`src/sv/countdown_timer_seven_segment_assert.svh`:
```
// ----------------------------------------------------------------------------
// Countdown timer assertion macros
// Concurrent assertion helpers shared by the countdown timer RTL.
// ----------------------------------------------------------------------------
`ifndef COUNTDOWN_TIMER_SEVEN_SEGMENT_ASSERT_SVH
`define COUNTDOWN_TIMER_SEVEN_SEGMENT_ASSERT_SVH

`ifndef ASSERT_OFF

// The consequent must hold in the same cycle as the antecedent.
`define CTSS_ASSERT_SAME(label, clk, rst, ante, cons) \
   label: assert property (@(posedge clk) disable iff (rst) (ante) |-> (cons)) \
      else $error("countdown timer assertion failed");

// The consequent must hold in the cycle after the antecedent.
`define CTSS_ASSERT_NEXT(label, clk, rst, ante, cons) \
   label: assert property (@(posedge clk) disable iff (rst) (ante) |=> (cons)) \
      else $error("countdown timer assertion failed");

`else

`define CTSS_ASSERT_SAME(label, clk, rst, ante, cons)
`define CTSS_ASSERT_NEXT(label, clk, rst, ante, cons)

`endif

`endif

```
`src/sv/ctss_pkg.sv`:
```
// ----------------------------------------------------------------------------
// Countdown timer package
// Types, constants and decode functions shared by the countdown timer.
// ----------------------------------------------------------------------------
`default_nettype none

package ctss_pkg;

   typedef enum logic [2:0] {
      CMD_TICK    = 3'd0,
      CMD_TOGGLE  = 3'd1,
      CMD_SET_CS  = 3'd2,
      CMD_SET_SEC = 3'd3,
      CMD_SET_MIN = 3'd4
   } cmd_type;

   localparam logic [6:0] MAX_CS_FIELD = 7'd99;
   localparam logic [6:0] MAX_SM_FIELD = 7'd59;
   localparam logic [18:0] MAX_TIME    = 19'd359999;

   // Time held as decimal digits, MM:SS.CC.
   typedef struct packed {
      logic [2:0] min_tens;
      logic [3:0] min_ones;
      logic [2:0] sec_tens;
      logic [3:0] sec_ones;
      logic [3:0] cs_tens;
      logic [3:0] cs_ones;
   } digits_type;

   typedef struct packed {
      logic [3:0] tens;
      logic [3:0] ones;
   } pair_type;

   typedef struct packed {
      logic [18:0] time_centis;
      logic        is_running;
      logic [15:0] minutes_segments;
      logic [31:0] seconds_centis_segments;
   } rsp_type;

   // Active-high segment pattern, gfedcba.
   function automatic logic [7:0] seg_of(input logic [3:0] digit);
      logic [7:0] seg;
      case (digit)
         4'd0:    seg = 8'h3F;
         4'd1:    seg = 8'h06;
         4'd2:    seg = 8'h5B;
         4'd3:    seg = 8'h4F;
         4'd4:    seg = 8'h66;
         4'd5:    seg = 8'h6D;
         4'd6:    seg = 8'h7D;
         4'd7:    seg = 8'h07;
         4'd8:    seg = 8'h7F;
         4'd9:    seg = 8'h6F;
         default: seg = 8'h00;
      endcase
      return seg;
   endfunction

   // Splits a value up to 99 into two decimal digits (tens by reciprocal).
   function automatic pair_type split_pair(input logic [6:0] v);
      logic [13:0] prod;
      pair_type    p;
      prod   = 14'(v) * 14'd103;
      p.tens = prod[13:10];
      p.ones = 4'(v - 7'(p.tens) * 7'd10);
      return p;
   endfunction

   function automatic logic [18:0] time_of(input digits_type d);
      return 19'(d.min_tens) * 19'd60000 + 19'(d.min_ones) * 19'd6000
           + 19'(d.sec_tens) * 19'd1000  + 19'(d.sec_ones) * 19'd100
           + 19'(d.cs_tens)  * 19'd10    + 19'(d.cs_ones);
   endfunction

endpackage

`default_nettype wire

```
`src/sv/ctss_next.sv`:
```
// ----------------------------------------------------------------------------
// Countdown timer next state
// Applies one command to the digit state and the run flag.
// ----------------------------------------------------------------------------
`default_nettype none

module ctss_next (
   input  ctss_pkg::digits_type digits,
   input  logic                 run,
   input  ctss_pkg::cmd_type    command,
   input  logic [7:0]           switch_value,
   output ctss_pkg::digits_type digits_next,
   output logic                 run_next
);

   logic [6:0]         cs_clamp;
   logic [6:0]         sm_clamp;
   ctss_pkg::pair_type cs_pair;
   ctss_pkg::pair_type sm_pair;

   assign cs_clamp = (switch_value > 8'(ctss_pkg::MAX_CS_FIELD)) ?
                     ctss_pkg::MAX_CS_FIELD : switch_value[6:0];
   assign sm_clamp = (switch_value > 8'(ctss_pkg::MAX_SM_FIELD)) ?
                     ctss_pkg::MAX_SM_FIELD : switch_value[6:0];
   assign cs_pair  = ctss_pkg::split_pair(cs_clamp);
   assign sm_pair  = ctss_pkg::split_pair(sm_clamp);

   always_comb begin
      digits_next = digits;
      run_next    = run;
      case (command)
         ctss_pkg::CMD_TICK: begin
            // Borrow ripples up through the digits; a nonzero time always
            // stops the ripple somewhere.
            if (run && (digits != '0)) begin
               if (digits.cs_ones != 4'd0) begin
                  digits_next.cs_ones = digits.cs_ones - 4'd1;
               end else begin
                  digits_next.cs_ones = 4'd9;
                  if (digits.cs_tens != 4'd0) begin
                     digits_next.cs_tens = digits.cs_tens - 4'd1;
                  end else begin
                     digits_next.cs_tens = 4'd9;
                     if (digits.sec_ones != 4'd0) begin
                        digits_next.sec_ones = digits.sec_ones - 4'd1;
                     end else begin
                        digits_next.sec_ones = 4'd9;
                        if (digits.sec_tens != 3'd0) begin
                           digits_next.sec_tens = digits.sec_tens - 3'd1;
                        end else begin
                           digits_next.sec_tens = 3'd5;
                           if (digits.min_ones != 4'd0) begin
                              digits_next.min_ones = digits.min_ones - 4'd1;
                           end else begin
                              digits_next.min_ones = 4'd9;
                              digits_next.min_tens = digits.min_tens - 3'd1;
                           end
                        end
                     end
                  end
               end
            end
         end
         ctss_pkg::CMD_TOGGLE: begin
            run_next = !run;
         end
         ctss_pkg::CMD_SET_CS: begin
            digits_next.cs_tens = cs_pair.tens;
            digits_next.cs_ones = cs_pair.ones;
         end
         ctss_pkg::CMD_SET_SEC: begin
            digits_next.sec_tens = sm_pair.tens[2:0];
            digits_next.sec_ones = sm_pair.ones;
         end
         ctss_pkg::CMD_SET_MIN: begin
            digits_next.min_tens = sm_pair.tens[2:0];
            digits_next.min_ones = sm_pair.ones;
         end
         default: begin
         end
      endcase
   end

endmodule

`default_nettype wire

```
`src/sv/countdown_timer_seven_segment.sv`:
```
// ----------------------------------------------------------------------------
// Countdown timer with seven-segment display
// MM:SS.CC countdown timer that returns refreshed digit patterns per request.
// ----------------------------------------------------------------------------
// Each request carries a command (tick, toggle run, set centiseconds, set
// seconds, set minutes) and a switch value, and produces exactly one response
// with six active-high segment bytes, the run flag and the remaining time in
// centiseconds. Ticks count down only while running and hold at 00:00.00.
// Set values above the field maximum saturate to 99 or 59. Unused command
// codes leave the state alone. While the skid register is empty one request
// is accepted every clock cycle and its response is registered; the rate is
// set by the time and run flag registers, which feed back into the next-state
// logic once per cycle. A two-entry output buffer takes one more request while
// a response is stalled. Reset clears the time to zero and stops the timer.
`default_nettype none

`include "countdown_timer_seven_segment_assert.svh"

module countdown_timer_seven_segment (
   input  logic        clock,
   input  logic        reset,
   // req_tuser: [2:0] command
   input  logic        req_tvalid,
   output logic        req_tready,
   input  logic [7:0]  req_tdata,   // [7:0] switch_value
   input  logic [2:0]  req_tuser,
   // rsp_tdata: [31:0] seconds_centis_segments, [47:32] minutes_segments,
   //            [48] is_running, [67:49] time_centis, [71:68] zero
   output logic        rsp_tvalid,
   input  logic        rsp_tready,
   output logic [71:0] rsp_tdata
);

   // Time state is kept as decimal digits so the display needs no divider.
   ctss_pkg::digits_type digits_ff;
   ctss_pkg::digits_type digits_in;
   logic                 run_ff;
   logic                 run_in;

   ctss_pkg::rsp_type    result_in;
   ctss_pkg::rsp_type    out_ff;
   ctss_pkg::rsp_type    skid_ff;
   logic                 out_valid_ff;
   logic                 skid_valid_ff;

   logic                 req_acc;
   logic                 rsp_pop;
   logic                 toggle_acc;

   assign req_tready = !skid_valid_ff;
   assign req_acc    = req_tvalid && req_tready;
   assign rsp_pop    = out_valid_ff && rsp_tready;
   assign toggle_acc = req_acc && (req_tuser == ctss_pkg::CMD_TOGGLE);

   ctss_next u_next (
      .digits       (digits_ff),
      .run          (run_ff),
      .command      (ctss_pkg::cmd_type'(req_tuser)),
      .switch_value (req_tdata),
      .digits_next  (digits_in),
      .run_next     (run_in)
   );

   // The response reflects the state after this request.
   always_comb begin
      result_in.time_centis = ctss_pkg::time_of(digits_in);
      result_in.is_running  = run_in;
      result_in.minutes_segments = {
         ctss_pkg::seg_of({1'b0, digits_in.min_tens}),
         ctss_pkg::seg_of(digits_in.min_ones)
      };
      result_in.seconds_centis_segments = {
         ctss_pkg::seg_of({1'b0, digits_in.sec_tens}),
         ctss_pkg::seg_of(digits_in.sec_ones),
         ctss_pkg::seg_of(digits_in.cs_tens),
         ctss_pkg::seg_of(digits_in.cs_ones)
      };
   end

   // Timer state updates on every accepted request.
   always_ff @(posedge clock) begin
      if (reset) begin
         digits_ff <= '0;
         run_ff    <= 1'b0;
      end else if (req_acc) begin
         digits_ff <= digits_in;
         run_ff    <= run_in;
      end
   end

   // Output buffer control. A response goes straight to the output register
   // when it is free or draining, otherwise into the skid register.
   always_ff @(posedge clock) begin
      if (reset) begin
         out_valid_ff  <= 1'b0;
         skid_valid_ff <= 1'b0;
      end else if (skid_valid_ff) begin
         if (rsp_pop) begin
            skid_valid_ff <= 1'b0;
         end
      end else if (req_acc) begin
         if (!out_valid_ff || rsp_pop) begin
            out_valid_ff <= 1'b1;
         end else begin
            skid_valid_ff <= 1'b1;
         end
      end else if (rsp_pop) begin
         out_valid_ff <= 1'b0;
      end
   end

   // Output buffer payload.
   always_ff @(posedge clock) begin
      if (skid_valid_ff) begin
         if (rsp_pop) begin
            out_ff <= skid_ff;
         end
      end else if (req_acc) begin
         if (!out_valid_ff || rsp_pop) begin
            out_ff <= result_in;
         end else begin
            skid_ff <= result_in;
         end
      end
   end

   assign rsp_tvalid = out_valid_ff;
   assign rsp_tdata  = {4'b0000, out_ff};

   // The skid register is only ever filled behind a held output register.
   `CTSS_ASSERT_SAME(a_skid_behind_out, clock, reset, skid_valid_ff, out_valid_ff)
   // A request taken while the output stalls must land in the skid register.
   `CTSS_ASSERT_NEXT(a_stall_to_skid, clock, reset, req_acc && out_valid_ff && !rsp_tready, skid_valid_ff)
   // The reported time never exceeds 59:59.99.
   `CTSS_ASSERT_SAME(a_time_range, clock, reset, out_valid_ff, out_ff.time_centis <= ctss_pkg::MAX_TIME)
   // A toggle request flips the run flag.
   `CTSS_ASSERT_NEXT(a_toggle_flips, clock, reset, toggle_acc, run_ff != $past(run_ff))

endmodule

`default_nettype wire

```
`config.mk`:
```
export PLATFORM = sky130hd
export DESIGN_NAME = countdown_timer_seven_segment
export DESIGN_NICKNAME = d
export VERILOG_FILES = /design/src/sv/ctss_pkg.sv /design/src/sv/ctss_next.sv /design/src/sv/countdown_timer_seven_segment.sv
export VERILOG_INCLUDE_DIRS = /design/src /design/src/sv
export SDC_FILE = /design/constraint.sdc
export NUM_CORES = 1
export LEC_CHECK = 0
export ABC_AREA = 0
export BUFFER_PORTS_ARGS = -buffer_cell sky130_fd_sc_hd__buf_2
export CAP_MARGIN = 15
export CORE_MARGIN = 3
export CORE_UTILIZATION = 40
export CTS_CLUSTER_SIZE = 25
export DETAILED_ROUTE_END_ITERATION = 8
export PLACE_DENSITY = 0.65
export SYNTH_ARGS = -nofsm -noshare
export SYNTH_HDL_FRONTEND = slang
export SYNTH_HIERARCHICAL = 1
export SYNTH_SLANG_ARGS = --single-unit
```
`constraint.sdc`:
```
create_clock -name clock -period 11.05 [get_ports clock]
set_input_delay 1.105 -clock clock [delete_from_list [all_inputs] [get_ports clock]]
set_output_delay 1.105 -clock clock [all_outputs]
set_load 0.1 [all_outputs]
```
==> flow_summary.yaml <==
outcome:
  status: "finished clean"
critical_path:
  end_kind: "flop"
  cpMostUsedCell: "ha_1"
  criticalPathCategory: "in2reg"
  cp.required_ps: 11290
  start_kind: "input port"
  arrival_ps: 10750
  crit_fanout: 10
  cpMaxStageDelayCell: "fa_1"
  critPathLaunch: "req_tdata[6]"
  worstReg2RegStart: "digits_ff[8]"
  critPathMaxStageDelay_ps: 510
final_layout:
  drive_gt1_share_pct: 17.7
  antennaDiodeCount: 0
  final_nets: 1570
  n_fill_cell: 2858
  areaGrowthSynthToFinish_pct: 13.7
pwr:
  p_leak_nw: 6.14
  power_mw: 3.67
  power.density_nw_per_um2: 259
  vdd_ir_drop_max_mv: 0.167
timing:
  period_needed_ps: 10500
  max-slew-margin-rel_pct: 41.0
  hold_violations: 0
  fmaxAchievable_mhz: 95.2
  finalSetupViolations: 0
  finalSetupTns_ps: 0
  min_period_over_period_pct: 95.1
  slew_viol_final: 0
  final.setup_skew_ps: 11.7
  worst_pin_slew_ps: 883
route:
  routedWlPerCell_um: 15.8
  via_count: 8986
  wl_met2_um: 12700
  drt-vias-per-instance: 5.22
  wl_um: 27300
  wl_met1_um: 13200
  wl_met3_um: 1160
  drcViolationCount: 0
  drtIter0Drc: 486
  routed.top_layer: "met4"
  dr.pass1.iters: 6
  ant_nets: 0
logic_synthesis:
  synth_xor_area_share_pct: 4.25
  synth_ff_type: "edfxtp_1"
  synth-simple-area-share_pct: 11.1
  synthCells: 1220
  syn_avg_cell_area_sq_um: 10.2
  synth_edf_count: 124
  yosys.area_share.adder_pct: 27.6
  seq_area_frac_synth_pct: 33.8
  synth_top_family_by_area: "adder cells"
  synth_compound_gate_area_share_pct: 12.5
  synth.mux.area_fraction_pct: 4.94
  postSynthRegisterBits: 149
  ys_types: 80
  synthArstFlopShare_pct: 0
  netlist_area_sq_um: 12500
  ys_warn_count: 6
global_routing:
  grt_pass1_vias: 8890
  grt.overflow.total: 0
  grt_max_degree: 63
  antenna_found_initial: 0
  grt_pass1_wl_um: 44800
  grt_use_total_pct: 16.2
cts:
  cts-hold-fix-buffers: 0
  htreeDepth: 4
  clk_latency_ps: 420
  numCtsBuffers: 17
  clk_pin_slew_worst_paths_ps: 60
  cts_buffer_depth: 2
  cts.sinks: 149
  cts_tree: "done"
  cts_root_buf: "clkbuf_16"
floorplan:
  ioPinCount: 89
  die_w_um: 183
  fp.dieH_um: 183
  rows: 64
  initial_utilization_pct: 40.7
  dieArea_sq_um: 33400
  core_sq_um: 30700
worst_hold_path:
  min_from: "digits_ff[11]"
  hold_path.class: "reg2reg"
run:
  max-cap-violations: 0
placed_design:
  io_buffers: 78
  place_congestion: 0.903
  dp_hpwl_um: 20300
[final timing paths]
kind	cells after the start	end	slack (ps)
hold / removal	2	digits_ff[11]	490
setup / recovery	42	rsp_tdata[66]	550
setup reg to reg	25	rsp_tdata[64]	3210
hold reg to reg	2	digits_ff[11]	490
[worst max-delay path, delay by kind of cell]
| kind | cells | cell delay, ps |
|---|---|---|
| buffers and inverters | 9 | 790 |
| XOR/XNOR | 3 | 630 |
| AND/OR/NAND/NOR | 7 | 1600 |
| adder cells (fa/ha/maj) | 13 | 4530 |
| AO/OA/AOI/OAI | 10 | 2090 |
[kinds of logic after synthesis]
kind of cell,after synthesis
DFF,149
and+or+nand+nor,291
muxes,55
AOI/OAI and AO/OA,243
xor gates and xnor gates,59
adders and majority gates,244
other,3
buffers and inverters,176
[registers in the layout (all words and copies together) (netlist names)]
register       flops
rsp_tvalid         1
rsp_tdata         62
digits_ff         22
run_ff             1
skid_ff           62
skid_valid_ff      1
[synthesized netlist by cell type (10+ instances only)]
master / instances / area [sq um]
xnor2_1: 46 / 403
a21o_1: 13 / 97.6
clkbuf_1: 28 / 105
nand3_1: 19 / 95.1
inv_1: 125 / 469
nand2_1: 117 / 439
nor2b_1: 10 / 62.6
ha_1: 192 / 2400
o21ai_0: 50 / 250
mux2_2: 53 / 597
fa_1: 52 / 1040
o31ai_1: 10 / 75.1
buf_4: 10 / 75.1
edfxtp_1: 124 / 3720
a21oi_1: 83 / 415
dfxtp_1: 25 / 500
nor2_1: 64 / 240
nor3_1: 18 / 90.1
xor2_1: 12 / 105
[through the flow]
| step | utilization (%) | instances | instance area [sq um] | setup WS (ps) | hold WS [ps] |
|---|---|---|---|---|---|
| after global placement | 43.7 | 1685 | 13400 | 186 | 472 |
| after detailed placement | 43.7 | 1685 | 13400 | -64.3 | 477 |
| final | 46.3 | 1720 | 14200 | 546 | 487 |
| after floorplan | - | 1230 | 12500 | 403 | 449 |
| after global routing | 46.3 | 1720 | 14200 | -6.76 | 506 |
| after CTS | 46.0 | 1717 | 14100 | 325 | 489 |
[where the power goes]
part / internal, mW / switching [mW]
Combinational: 0.773 / 1.39
Sequential: 0.795 / 0.0250
Clock: 0.433 / 0.258
Total: 2.00 / 1.67
[area by class of cell]
class	instances	area, sq um	share of cell area (%)
timing repair buffer	110	643	4.53
clock inverter	15	267	1.88
multi-input combinational	905	7660	54.0
tap	396	495	3.49
inverter	128	480	3.39
sequential	149	4220	29.8
clock buffer	17	425	3.00
[cells in the final DEF (no fill, tap or decap), types with 9 or more instances in the layout]
cell	n
ha_1	190
inv_1	125
edfxtp_1	124
nand2_1	117
a21oi_1	82
buf_2	78
nor2_1	64
mux2_2	53
fa_1	52
o21ai_0	50
xnor2_1	46
buf_4	31
dfxtp_1	25
nand3_1	19
nor3_1	18
clkbuf_16	17
a21o_1	13
conb_1	13
xor2_1	12
nor2b_1	10
o31ai_1	10
a31oi_1	9
[per-layer routing]
metal	vias to the layer above	global-route usage, %
met3	15	2.91
met4	0	3.23
met5	-	0
met1	4315	22.6
met2	178	26.7
li1	4478	-
[timing repair]
action	in CTS	in global routing
setup buffers	0	3
gates resized for setup	0	8
endpoints found under the setup margin	0	12
Power figures use the tool's default switching activity.
